`src/rtl/mps_pkg.sv`:
```
// ----------------------------------------------------------------------------
// mps_pkg
// Shared types, constants and helpers of the path score block.
// ----------------------------------------------------------------------------
package mps_pkg;

    localparam int SCORE_W = 16;
    localparam int SUM_W   = 34;

    localparam logic [SCORE_W-1:0] SCORE_ONE = 16'hFFFF;
    localparam logic [14:0]        LOSS_FULL = 15'd25600;

    // ceil(2^26 / 25): exact floor(t / 25) for t below 2^21 as (t * LOSS_RECIP) >> 26
    localparam logic [21:0]        LOSS_RECIP = 22'd2684355;

    localparam logic [15:0] WEIGHT_RTT_RST  = 16'd26214;
    localparam logic [15:0] WEIGHT_BW_RST   = 16'd19661;
    localparam logic [15:0] WEIGHT_LOSS_RST = 16'd13107;
    localparam logic [15:0] WEIGHT_UTIL_RST = 16'd6554;
    localparam logic [23:0] BW_REF_RST      = 24'd125000;

    localparam int CFG_IDX_W  = 3;
    localparam int CFG_DATA_W = 24;

    typedef enum logic [CFG_IDX_W-1:0] {
        CFG_WEIGHT_RTT  = 3'd0,
        CFG_WEIGHT_BW   = 3'd1,
        CFG_WEIGHT_LOSS = 3'd2,
        CFG_WEIGHT_UTIL = 3'd3,
        CFG_BW_REF      = 3'd4
    } cfg_idx_t;

    typedef struct packed {
        logic [SCORE_W-1:0] rtt;
        logic [SCORE_W-1:0] bw;
        logic [SCORE_W-1:0] loss;
        logic [SCORE_W-1:0] util;
    } parts_t;

    typedef parts_t weights_t;

    // floor(x / 65535) saturated to 65535, using x = a*65535 + (a + b)
    function automatic logic [SCORE_W-1:0] div_score(input logic [SUM_W-1:0] x);
        logic [17:0] a;
        logic [18:0] y;
        logic [16:0] z;
        logic [18:0] q;
        a = x[SUM_W-1:16];
        y = {1'b0, a} + {3'b000, x[15:0]};
        z = {14'd0, y[18:16]} + {1'b0, y[15:0]};
        q = {1'b0, a} + {16'd0, y[18:16]} + {18'd0, (z >= {1'b0, SCORE_ONE})};
        if (q > {3'b000, SCORE_ONE})
        begin
            return SCORE_ONE;
        end
        return q[SCORE_W-1:0];
    endfunction

endpackage

```
`src/rtl/mps_combine.sv`:
```
// ----------------------------------------------------------------------------
// mps_combine
// Weights the four component scores and sums the products.
// ----------------------------------------------------------------------------
module mps_combine import mps_pkg::*; (
    input  logic             clk,
    input  logic             rst_n,
    input  logic             en,
    input  logic             v_i,
    input  parts_t           quot_i,
    input  weights_t         weights,
    output logic             v_o,
    output parts_t           parts_o,
    output logic [SUM_W-1:0] sum_o
);

    parts_t           parts;
    logic             v1_reg, v2_reg;
    parts_t           parts1_reg, parts2_reg;
    logic [31:0]      prod_rtt_reg, prod_bw_reg, prod_loss_reg, prod_util_reg;
    logic [SUM_W-1:0] sum_reg;

    // loss and utilization parts are the complement of their ratio
    always_comb
    begin
        parts.rtt  = quot_i.rtt;
        parts.bw   = quot_i.bw;
        parts.loss = SCORE_ONE - quot_i.loss;
        parts.util = SCORE_ONE - quot_i.util;
    end

    // valid bits of both stages
    always_ff @(posedge clk or negedge rst_n)
    begin
        if (!rst_n)
        begin
            v1_reg <= 1'b0;
            v2_reg <= 1'b0;
        end
        else if (en)
        begin
            v1_reg <= v_i;
            v2_reg <= v1_reg;
        end
    end

    // products then sum
    always_ff @(posedge clk)
    begin
        if (en)
        begin
            parts1_reg    <= parts;
            prod_rtt_reg  <= parts.rtt * weights.rtt;
            prod_bw_reg   <= parts.bw * weights.bw;
            prod_loss_reg <= parts.loss * weights.loss;
            prod_util_reg <= parts.util * weights.util;
            parts2_reg    <= parts1_reg;
            sum_reg       <= SUM_W'(prod_rtt_reg) + SUM_W'(prod_bw_reg)
                           + SUM_W'(prod_loss_reg) + SUM_W'(prod_util_reg);
        end
    end

    assign v_o     = v2_reg;
    assign parts_o = parts2_reg;
    assign sum_o   = sum_reg;

endmodule

```
`config.mk`:
```
export PLATFORM = sky130hd
export DESIGN_NAME = mps_combine
export DESIGN_NICKNAME = d
export VERILOG_FILES = /design/src/rtl/mps_pkg.sv /design/src/rtl/mps_combine.sv
export SDC_FILE = /design/constraint.sdc
export NUM_CORES = 2
export LEC_CHECK = 0
export BUFFER_PORTS_ARGS = -buffer_cell sky130_fd_sc_hd__clkbuf_2
export CAP_MARGIN = 10
export CORE_ASPECT_RATIO = 0.75
export CORE_UTILIZATION = 40
export DETAILED_ROUTE_END_ITERATION = 16
export PLACE_DENSITY = 0.55
export SKIP_LAST_GASP = 1
export SYNTH_ARGS = -nofsm -noshare
export SYNTH_HDL_FRONTEND = slang
export SYNTH_SLANG_ARGS = --single-unit
```
`constraint.sdc`:
```
create_clock -name clk -period 9 [get_ports clk]
set_clock_uncertainty 0.1 [all_clocks]
set_input_delay 1.8 -clock clk [delete_from_list [all_inputs] [get_ports clk]]
set_output_delay 1.8 -clock clk [all_outputs]
set_load 0.05 [all_outputs]
```
======== Word level (Yosys, flattened, before mapping) ========
Cells that the tools add are included.
Widths: inputs -> output; s select.
storage, ports and cells
  bits in registers ....................... 292
  bits in latches ......................... 0
  memory bits (writable) .................. 0
  bits in read-only memories .............. 0
  input bits .............................. 132
  memories kept ........................... 0
operators by class
  $add $sub $neg .......................... 5
  $mul .................................... 4
  divide/modulo/power cells ............... 0
  $lt $le $gt $ge ......................... 0
  equality and inequality tests ........... 0
  shifts and indexed selects .............. 0
  multiplexer cells ....................... 0
  bitwise operators ....................... 0
  reductions and logical operators ........ 0
operators with widths
  operator                count
  $mul 16x16->32          4
  $add 33x32->34          1
  $add 34x32->34          1
  $add 32x32->33          1
  $sub 16x16->16 const A  2

======== Depth between registers and ports, before layout ========
  depth in word-level cells ............... 3
  mapped depth ............................ 23
  depth with buffers taken out ............ 21

======== Worst setup path before layout ========
Ideal clock, no wire load.
  path type ............................... input to register
  start ................................... input quot_i[25] (netlist name)
  end ..................................... register prod_loss_reg[22] (data pin)
  setup time .............................. 0.265 ns
  data arrival time ....................... 7.005 ns
  required time ........................... 8.635 ns
  path slack .............................. 1.630 ns
  cell stages on the path ................. 20
  cell sequence ........................... inv_1 clkbuf_1 nand2_1 fa_1 fa_1 fa_1 fa_1 inv_1 fa_1 inv_1 fa_1 inv_1 ha_1 a21oi_1 o21ai_0 a31oi_1 o21ai_2 a211oi_1 o21ai_0 xor2_1
RTL lines
  item                  RTL line           RTL
  from (decl)           mps_combine.sv:10  input parts_t quot_i,
  to (signal assigned)  mps_combine.sv:55  prod_loss_reg <= parts.loss * weights.loss;
  to (decl)             mps_combine.sv:20  logic [31:0] prod_rtt_reg, prod_bw_reg, prod_loss_reg, prod_util_reg;

======== Worst setup path in the final report ========
  start ................................... input quot_i[23] (netlist name)
  end ..................................... register prod_loss_reg[31] (data pin)
between the ends
  word-level cells in the longest chain between the ends .. 2
ends and longest elaborated chain
  item            RTL line           RTL
  $sub 16x16->16  mps_combine.sv:28  parts.loss = SCORE_ONE - quot_i.loss;
  $mul 16x16->32  mps_combine.sv:55
No other way between the ends.
A chain may end at the register's enable or synchronous reset.

==> reports/results.ini <==
[grt]
grt_overflow = 0
grt_start_max_net_pins = 71
first_global_vias = 33600
grt_pass1_wl_um = 198000
antenna_found_initial = 2
grt_usage_pct = 22.2

[clocking]
cts_num_sinks = 292
cts_root_buf = clkbuf_16
clockBufferDepth = 3
cts_tree = yes
cts_setup_buffers = 0
cts_buffers = 37
cts_hold_buffers = 0
htreeDepth = 2
cts.repair.resized = 0
clkLatencyLatePin_ps = 620
clk_pin_slew_ps = 60

[critical_path]
cp_top_family = adder cells
endpoint_kind = flop
cp.arrival_ps = 7800
cp_max_fo = 11
cpPeakStageDelay_ps = 560
cp_num_buf_inv = 7
crit_required_ps = 9240
start_kind = input pin
cp_slowest_cell = fa_1
crit_type = in2reg
crit_path_cell_trace = clkbuf_2 -> inv_1 -> nand2_1 -> fa_1 -> inv_1 -> fa_1 -> inv_1 -> fa_1 -> inv_1 -> fa_1 -> fa_1 -> inv_1 -> fa_1 -> inv_1 -> ha_1 -> nand2_1 -> a211o_1 -> o21ai_0 -> a41oi_1 -> o41ai_1 -> xnor2_1

[synthesis]
synth_seq_area_share_pct = 19.0
synthCells = 4610
synth_edf_count = 290
synth.net_count = 6031
yosysTopAreaCellShare_pct = 36.5
synth_seq_cells = 292
async_flop_share_pct = 0.685
synth.distinct_cells = 72
ys.flop_type = edfxtp_1
syn_area_per_cell_um2 = 9.98
yosysTopAreaCell = fa_1
yosysWarningCount = 0
syn_area_um2 = 46000
synth_area_leaders = fa_1, edfxtp_1, ha_1, inv_1, nand2_1

[timing]
tns_ps = 0
setup_slack_ps = 1440
min_period_over_period_pct = 83.9
tightest_slew_ps = 902
setup_viol = 0
hold_violations = 0
whs_ps = 308
report.final.slew_viol_count = 0
max_slew_margin_pct = 39.9
fmax_mhz = 132
rsz0062_at_grt = false
fin_crit_ps = 7560

[floorplanning]
die_w_um = 394
num_rows = 107
core_um2 = 114000
die_y_um = 296
dieArea_um2 = 116000
ios = 231
initial_core_util_pct = 40.4

[worst_hold_path]
hold_class = reg2reg

[route]
postRouteAntennaNets = 0
dr.pass1.iters = 7
post_drt_wl_per_cell_um = 19.8
vias = 32000
drt_first_iter_violations = 2235
drc = 0
routed_via_density = 5.08
routed_wl_um = 125000

[finish]
final_common_cell = inv_1
layout.nets = 6157
area_delta_synth_final_pct = 8.41
layout-drive-gt1-share_pct = 6.80
final_cell_mix = inv_1, fa_1, nand2_1

[run]
timing.max_cap.violations = 0

[place]
hpwl_um = 99500
place_congestion = 0.901
port-buffer-count = 230
place_ws_ps = 890

[outcome]
status = complete, no violations

-- synthesized netlist by cell type (all sizes together) (8+ instances only) --
library cell	instances
o21ai	79
a21oi	139
nor2b	245
ha	449
o21bai	22
a21o	72
a31oi	15
o21a	13
clkbuf	154
fa	840
nor2	74
and2	253
inv	939
or3	9
nand4	20
o211ai	8
xor2	53
and3	20
nand3	29
edfxtp	290
o31ai	11
clkinv	8
xnor2	88
a211oi	23
nor3	17
nand2	647
-- area by class of cell --
type	count	area (um^2)
flip-flops and latches	292	8760
clock inverters	22	318
clock buffers	43	980
multi-input cells	3216	33100
repair buffers	242	1250
well taps	1526	1910
fillers	11100	63900
diodes	1	2.50
inverters	947	3550
-- metal layers --
layer	routed length, um	global-route usage [%]	up-vias
met5	11	0	-
met4	1960	4.38	2
met3	8160	4.01	117
met2	53600	33.0	864
met1	61000	33.6	16400
li1	-	-	14500
-- metrics by stage --
stage / instances / cell area (um^2) / utilization [%]
floorplan: 4610 / 46000 / -
global placement: 6223 / 48600 / 42.7
detailed placement: 6223 / 48600 / 42.7
CTS: 6288 / 49900 / 43.8
global route: 6288 / 49900 / 43.8
finish: 6289 / 49900 / 43.8
-- kinds of logic after synthesis --
kind of cell | synth area share (%)
and+or+nand+nor | 14.3
AOI/OAI and AO/OA | 6.19
adders and majority gates | 48.7
muxes | 0.0924
buffers and inverters | 9.00
DFF | 19.0
xor gates and xnor gates | 2.68
-- path summary, 6_finish.rpt --
kind	from	end	slack, ps	depth (start not counted)
worst max-delay path	quot_i[23]	prod_loss_reg[31]	1440	21
worst min-delay path	parts1_reg[16]	parts_o[16]	310	0
worst max register to register	prod_rtt_reg[1]	sum_o[25]	4140	12
worst min register to register	parts1_reg[16]	parts_o[16]	310	0
max in group asynchronous	rst_n	v_o	7840	1
min in group asynchronous	rst_n	v1_reg	860	1
Power is not shown: default switching activity piles up to over one toggle a cycle in this logic, so the estimate is an artifact.
