===== src/rtl/mps_pkg.sv =====
// ----------------------------------------------------------------------------
// mps_pkg
// Shared types, constants and helpers of the path score block.
// ----------------------------------------------------------------------------
package mps_pkg;

    localparam int SCORE_W = 16;
    localparam int SUM_W   = 34;

    localparam logic [SCORE_W-1:0] SCORE_ONE = 16'hFFFF;
    localparam logic [14:0]        LOSS_FULL = 15'd25600;

    // ceil(2^26 / 25): exact floor(t / 25) for t below 2^21 as (t * LOSS_RECIP) >> 26
    localparam logic [21:0]        LOSS_RECIP = 22'd2684355;

    localparam logic [15:0] WEIGHT_RTT_RST  = 16'd26214;
    localparam logic [15:0] WEIGHT_BW_RST   = 16'd19661;
    localparam logic [15:0] WEIGHT_LOSS_RST = 16'd13107;
    localparam logic [15:0] WEIGHT_UTIL_RST = 16'd6554;
    localparam logic [23:0] BW_REF_RST      = 24'd125000;

    localparam int CFG_IDX_W  = 3;
    localparam int CFG_DATA_W = 24;

    typedef enum logic [CFG_IDX_W-1:0] {
        CFG_WEIGHT_RTT  = 3'd0,
        CFG_WEIGHT_BW   = 3'd1,
        CFG_WEIGHT_LOSS = 3'd2,
        CFG_WEIGHT_UTIL = 3'd3,
        CFG_BW_REF      = 3'd4
    } cfg_idx_t;

    typedef struct packed {
        logic [SCORE_W-1:0] rtt;
        logic [SCORE_W-1:0] bw;
        logic [SCORE_W-1:0] loss;
        logic [SCORE_W-1:0] util;
    } parts_t;

    typedef parts_t weights_t;

    // floor(x / 65535) saturated to 65535, using x = a*65535 + (a + b)
    function automatic logic [SCORE_W-1:0] div_score(input logic [SUM_W-1:0] x);
        logic [17:0] a;
        logic [18:0] y;
        logic [16:0] z;
        logic [18:0] q;
        a = x[SUM_W-1:16];
        y = {1'b0, a} + {3'b000, x[15:0]};
        z = {14'd0, y[18:16]} + {1'b0, y[15:0]};
        q = {1'b0, a} + {16'd0, y[18:16]} + {18'd0, (z >= {1'b0, SCORE_ONE})};
        if (q > {3'b000, SCORE_ONE})
        begin
            return SCORE_ONE;
        end
        return q[SCORE_W-1:0];
    endfunction

endpackage


===== src/rtl/mps_div_cell.sv =====
// ----------------------------------------------------------------------------
// mps_div_cell
// One restoring division step: produces one quotient bit per cell.
// ----------------------------------------------------------------------------
module mps_div_cell #(
    parameter int DEN_W = 34
) (
    input  logic             clk,
    input  logic             rst_n,
    input  logic             en,
    input  logic             v_i,
    input  logic [DEN_W-1:0] rem_i,
    input  logic [DEN_W-1:0] den_i,
    input  logic [15:0]      nlo_i,
    input  logic [15:0]      q_i,
    output logic             v_o,
    output logic [DEN_W-1:0] rem_o,
    output logic [DEN_W-1:0] den_o,
    output logic [15:0]      nlo_o,
    output logic [15:0]      q_o
);

    logic             v_reg;
    logic [DEN_W-1:0] rem_reg, rem_next;
    logic [DEN_W-1:0] den_reg;
    logic [15:0]      nlo_reg;
    logic [15:0]      q_reg;
    logic [DEN_W:0]   trial;
    logic [DEN_W:0]   diff;
    logic             ge;

    // shift in next numerator bit and try to subtract the divisor
    always_comb
    begin
        trial    = {rem_i, nlo_i[15]};
        diff     = trial - {1'b0, den_i};
        ge       = (trial >= {1'b0, den_i});
        rem_next = ge ? diff[DEN_W-1:0] : trial[DEN_W-1:0];
    end

    // valid chain
    always_ff @(posedge clk or negedge rst_n)
    begin
        if (!rst_n)
        begin
            v_reg <= 1'b0;
        end
        else if (en)
        begin
            v_reg <= v_i;
        end
    end

    // payload
    always_ff @(posedge clk)
    begin
        if (en)
        begin
            rem_reg <= rem_next;
            den_reg <= den_i;
            nlo_reg <= {nlo_i[14:0], 1'b0};
            q_reg   <= {q_i[14:0], ge};
        end
    end

    assign v_o   = v_reg;
    assign rem_o = rem_reg;
    assign den_o = den_reg;
    assign nlo_o = nlo_reg;
    assign q_o   = q_reg;

    // partial remainder always stays below the divisor
    a_rem_below_den: assert property (@(posedge clk) disable iff (!rst_n)
        v_reg |-> (rem_reg < den_reg))
        else $error("division remainder not below divisor");

endmodule


===== src/rtl/mps_div_lane.sv =====
// ----------------------------------------------------------------------------
// mps_div_lane
// Chain of division cells computing floor(num * 65535 / den), num <= den.
// ----------------------------------------------------------------------------
module mps_div_lane import mps_pkg::*; #(
    parameter int NUM_W = 33,
    parameter int DEN_W = 34
) (
    input  logic               clk,
    input  logic               rst_n,
    input  logic               en,
    input  logic               v_i,
    input  logic [NUM_W-1:0]   num_i,
    input  logic [DEN_W-1:0]   den_i,
    output logic               v_o,
    output logic [SCORE_W-1:0] q_o
);

    logic [NUM_W+15:0] prod;
    logic              v_w   [0:SCORE_W];
    logic [DEN_W-1:0]  rem_w [0:SCORE_W];
    logic [DEN_W-1:0]  den_w [0:SCORE_W];
    logic [15:0]       nlo_w [0:SCORE_W];
    logic [15:0]       q_w   [0:SCORE_W];

    // num * 65535 as shift and subtract; upper part seeds the remainder
    assign prod     = {num_i, 16'd0} - {16'd0, num_i};
    assign v_w[0]   = v_i;
    assign rem_w[0] = DEN_W'(prod[NUM_W+15:16]);
    assign den_w[0] = den_i;
    assign nlo_w[0] = prod[15:0];
    assign q_w[0]   = '0;

    // one cell per quotient bit
    for (genvar i = 0; i < SCORE_W; i++)
    begin : g_cell
        mps_div_cell #(.DEN_W(DEN_W)) u_cell (
            .clk   (clk),
            .rst_n (rst_n),
            .en    (en),
            .v_i   (v_w[i]),
            .rem_i (rem_w[i]),
            .den_i (den_w[i]),
            .nlo_i (nlo_w[i]),
            .q_i   (q_w[i]),
            .v_o   (v_w[i+1]),
            .rem_o (rem_w[i+1]),
            .den_o (den_w[i+1]),
            .nlo_o (nlo_w[i+1]),
            .q_o   (q_w[i+1])
        );
    end

    assign v_o = v_w[SCORE_W];
    assign q_o = q_w[SCORE_W];

endmodule


===== config.mk =====
export PLATFORM = sky130hd
export DESIGN_NAME = mps_div_lane
export DESIGN_NICKNAME = d
export VERILOG_FILES = /design/src/rtl/mps_pkg.sv /design/src/rtl/mps_div_cell.sv /design/src/rtl/mps_div_lane.sv
export SDC_FILE = /design/constraint.sdc
export NUM_CORES = 2
export LEC_CHECK = 0
export BUFFER_PORTS_ARGS = -buffer_cell sky130_fd_sc_hd__buf_2
export CAP_MARGIN = 10
export CORE_MARGIN = 8
export CORE_UTILIZATION = 40
export CTS_CLUSTER_DIAMETER = 200
export DETAILED_ROUTE_END_ITERATION = 10
export HOLD_SLACK_MARGIN = 0.12
export SYNTH_ARGS = -nofsm -noshare
export SYNTH_HDL_FRONTEND = slang
export SYNTH_SLANG_ARGS = --single-unit
export TNS_END_PERCENT = 20

===== constraint.sdc =====
create_clock -name clk -period 9.8 [get_ports clk]
set_input_delay 1.96 -clock clk [delete_from_list [all_inputs] [get_ports clk]]
set_output_delay 1.96 -clock clk [all_outputs]
set_load 0.01 [all_outputs]

Word level (Yosys, flattened, before mapping)
Cells that the tools add are included.

cells by class
  mux-type cells = 15
  magnitude comparators = 16
  add/subtract/negate cells = 16

operators by type and width
  operator                                      count
  greater-or-equal comparator 35 x 34 -> 1 bit  15
  2-to-1 mux 34 bit                             15
  subtractor 34 bit                             15
  subtractor 49 x 33 -> 49 bit                  1
  greater-or-equal comparator 34 bit            1

word-level totals
  input port bits = 71
  register bits = 1,292
  output and inout port bits = 17

Depth between registers and ports, before layout
  depth in word-level cells = 3
  depth in mapped cells = 24

Cells and area by module
Synthesis repeated with hierarchy kept, for this count alone.

second synthesis, totals
  cells, all modules = 7,906
  area, all modules = 88,045.7 um^2

modules (own cells, without submodules)
  module                                 cells an instance  area each (um^2)  instances
  mps_div_cell at g_cell[10].u_cell ...  482                5,392.7           13
  mps_div_cell at g_cell[0].u_cell ...   463                5,420.2           3
  mps_div_lane                           251                1,680.4           1

Least setup slack after synthesis
No wires, ideal clock.

  kind = input-to-reg
  start point = in num_i[17]
  end point = reg g_cell[0].u_cell.rem_reg[11], data pin
  path buffers = 2
  arrival time = 6.504 ns
  path slack = 3.036 ns
  cell stages on the path = 23
  required time = 9.540 ns
  cells stage by stage = inv_1 -> ha_1 -> a21o_1 -> a21oi_1 -> o21ai_0 -> o31a_1 -> a21o_1 -> a31o_2 -> a41oi_1 -> nand2_1 -> xnor2_1 -> ha_1 -> clkbuf_1 -> a21o_1 -> a21o_1 -> a21oi_1 -> o21ai_0 -> a21oi_1 -> o211ai_1 -> a41oi_1 -> o21ai_1 -> buf_2 -> mux2_2

between the ends
  cells in the longest elaborated chain, start to end = 3
  elaborated cells on any way between the ends = 4

ends and longest elaborated chain
  item                                                                            RTL line                                RTL
  from (decl)                                                                     mps_div_lane.sv:13                      input logic [NUM_W-1:0] num_i,
  subtractor 49 x 33 -> 49 bit *                                                  mps_div_lane.sv:27                      assign prod = {num_i, 16'd0} - {16'd0, num_i};
  subtractor 34 bit / greater-or-equal comparator 34 bit (equally long branches)  mps_div_cell.sv:36, mps_div_cell.sv:37
  2-to-1 mux 34 bit *                                                             mps_div_cell.sv:38                      rem_next = ge ? diff[DEN_W-1:0] : trial[DEN_W-1:0];
  via g_cell[0].u_cell.rem_next[11]                                               mps_div_cell.sv:24                      logic [DEN_W-1:0] rem_reg, rem_next;
  to (signal assigned)                                                            mps_div_cell.sv:59                      rem_reg <= rem_next;
  to (decl)                                                                       mps_div_cell.sv:24

The timed path passes the listed nets; every way through them passes the cells marked *.
A chain may end at the register's enable or synchronous reset.

Worst setup path after layout
  start point = in num_i[17]
  end point = reg g_cell[0].u_cell.rem_reg[24], data pin

The elaborated chain is that of the path after synthesis.

==> key figures <==
Run status
  – Run status: finished, final reports clean

Min path
  – Hold Path Depth: 0
  – HP Start: g_cell[14].u_cell.q_o[4]
  – Min-delay worst type: reg -> reg

Global route
  – Gr usage total: 0.1708
  – Largest net degree at the start of global routing: 167
  – First-pass GRT wire length: ~280 mm
  – Vias in the first global route: just over 50000
  – GRT overflow: 0
  – Initial antenna violation count: 1

Yosys
  – Sequential area share after synthesis: 0.5164
  – Area share of the largest cell type after synthesis: 0.5111
  – Area contributors post-synth: edfxtp_1 51%, ha_1 9.4%, a21oi_1 3.9%
  – #FFs+latches synth: between 1000 and 1500
  – Count leader, synth: edfxtp_1
  – Most frequent cells after synthesis: 1276 x edfxtp_1, 709 x inv_1, 579 x a21oi_1, 562 x ha_1, 480 x nand2_1
  – Mapped Cells: roughly 6800
  – Mapped Nets: 7428
  – EDFF count, synth: roughly 1300
  – Post-synth ARST share: 0.01238
  – Syn. warnings: 0
  – Synth Area per Inst: 11.06 um^2
  – Largest area contributor in the netlist: edfxtp_1
  – Mapped Area: about 0.075 mm^2
  – Main flop type after synthesis: edfxtp_1
  – Cell variety after synth: 94

Floorplanning
  – Die height: 448.9 um
  – Row cnt: ~160
  – Initial Utilization: 0.4009
  – # IOs: between 80 and 90
  – Die Span X: 448.9 um
  – Core region area: about 0.19 mm^2
  – Total die area: 0.2015 mm^2

Worst setup path
  – Delay of the slowest cell on the worst path: 820 ps
  – WP buf/inv: 3
  – Crit path cell chain: buf_2 > inv_1 > ha_1 > a21o_1 > a21oi_1 > o21bai_1 > a211oi_1 > or2_2 > a31oi_1 > a41oi_1 > nand2_1 > xnor2_1 > ha_1 > a21o_1 > a21o_1 > a21oi_1 > o21ai_0 > a21oi_1 > o211ai_1 > a41oi_1 > o21ai_4 > buf_4 > mux2_2
  – Critical-path top delay cell: o21ai_4
  – CP required: around 10000 ps
  – Crit. End Element: flip-flop
  – Worst setup path startpoint: num_i[17]
  – R2R cell count: 12
  – Crit start category: input port
  – Crit path max fanout: 32
  – Critical Path AT: 8380 ps
  – Reg2reg start: g_cell[7].u_cell.den_o[16]
  – CP top delay family: compound AO/OA/AOI/OAI gates
  – Cell count along the critical path: 23
  – CP Class: in -> reg

Clocking
  – H-tree levels: 4
  – Clk Latency, worst-skew pair: 810 ps
  – Sink Count: between 1000 and 1500
  – Worst-case clock buffer depth: 3
  – Postcts setup bufs: 0
  – Cts hold-fix bufs: 0
  – Num CTS Buffers: ~150
  – Clock root buffer master: clkbuf_16
  – Clock transition at the registers of the reported paths: about 60 ps
  – CTS tree: built
  – Post-cts sizing count: 0

Routing
  – Final Routed Wirelength: around 180 mm
  – Pre-Repair DR Iteration Count: 9
  – Via Count: between 50000 and 60000
  – Residual DRC: 0
  – 1st-iter DRT viols: 2956
  – Routed length per instance: ~19 um
  – Post-DRT Antenna Nets: 0
  – Routed vias/inst: 5.305

Power and ir drop
  – Cell Pwr Density: 321.1 mW/mm^2
  – Final Total Pwr: about 27 mW
  – Maximum VDD drop: 0.0002091 V
  – Static leakage: around 34 nW

STA
  – Setup_tns: 0 ps
  – Worst Tran Pin Value: between 1000 and 1500 ps
  – RSZ-0062 raised after global routing: false
  – Final worst slack: approximately 2000 ps
  – Fmax: 127.7 MHz
  – Max transition margin: 0.2743
  – Fin crit share: 0.7990
  – Period minus WS final: 7830 ps
  – Hold Worst Slack: 371.2 ps
  – Clock skew: between 50 and 60 ps
  – Final setup fails: 0
  – Final hold vios: 0
  – Final Slew Violations: 0

Placement
  – DP Cell Count: between 9000 and 10000
  – DP Worst Slack: 1009 ps
  – Routability congestion estimate: about 0.96
  – Detail Placement HPWL: approximately 140 mm
  – Port-buffer cells: 87
  – Cell area after placement: about 0.08 mm^2

Finish
  – Area growth syn-to-layout: 10.87%
  – Non-filler instance count after layout: roughly 9500
  – Fin area: roughly 0.083 mm^2
  – Util after Layout: 0.4445
  – Share of layout cells above drive strength 1: 0.08499
  – Nets: ~7500
  – Antenna Cells: 0

Run
  – Max-cap violations: 0
[sequential cells by signal (all words and copies together), names as in the netlist]
register	count
g_cell.u_cell.q_o	136
g_cell.u_cell.den_o	510
g_cell.u_cell.nlo_o	120
g_cell.u_cell.v_o	16
g_cell.u_cell.rem_o	510
[where the power goes]
part / leakage (nW) / switching, mW / internal [mW] / total (mW)
Sequential: 12.7 / 0.768 / 8.18 / 8.95
Combinational: 19.0 / 7.04 / 5.30 / 12.3
Clock: 2.33 / 2.32 / 3.09 / 5.41
[cell type report]
class	instances	area [um^2]
sequential	1292	38720
clock buffer	185	3934
tap	2495	3122
inverter	711	2671
timing repair buffer	125	785.8
fill	17219	103900
clock inverter	84	904.6
multi-input combinational	4616	32990
[cell usage in the layout (no fill, tap or decap), types with 27 or more instances in the layout]
master and n:
edfxtp_1 1276, inv_1 709, a21oi_1 578, ha_1 562
nand2_1 480, o21ai_0 434, nor2_1 359, a21o_1 319
xnor2_1 297, xor2_1 174, mux2_2 167, clkbuf_16 149
nand3_1 120, nand4_1 96, buf_2 86, o21bai_1 83
nand2b_1 67, nor3_1 62, nor2b_1 62, a31oi_1 55
o21a_1 55, and3_1 46, a211oi_1 45, o31ai_1 43
buf_4 34, and2_1 32, nor4_1 30, clkbuf_1 29
and4_1 28, or2_2 27, clkinv_1 27
[path summary, 6_finish.rpt]
kind / to / slack, ps
worst max-delay path: g_cell[0].u_cell.rem_o[24] / 1970
worst min-delay path: g_cell[15].u_cell.q_o[5] / 370
worst max register to register: g_cell[8].u_cell.rem_o[20] / 4790
worst min register to register: g_cell[15].u_cell.q_o[5] / 370
max in group asynchronous: g_cell[13].u_cell.v_o / 8480
min in group asynchronous: g_cell[7].u_cell.v_o / 1060
[worst reg2reg max path, stage by stage, from the launching register on]
cell and delay [ps]:
edfxtp_1 360, inv_1 60, ha_1 370, a21o_1 180
a21o_1 180, a21oi_1 270, or4b_1 530, a2111oi_1 980
o31ai_1 420, nand4_1 220, o31a_2 290, buf_4 470
mux2_2 430
[cells by family after synthesis]
logic type                 after synthesis  share of synthesized area
AOI/OAI and AO/OA                     1852                     0.1552
xor gates and xnor gates               471                    0.05503
adders and majority gates              577                    0.09780
buffers and inverters                  872                    0.04473
DFF                                   1292                     0.5164
muxes                                  229                    0.03506
and+or+nand+nor                       1487                    0.09571
[layer usage]
layer,global-route usage,routed length (um),up-vias
li1,-,-,25116
met1,0.1749,66860,24011
met2,0.3332,95450,879
met3,0.02329,4910,432
met4,0.09073,10140,0
met5,0,0,-
No activity file was read; power rests on OpenSTA's default activity.
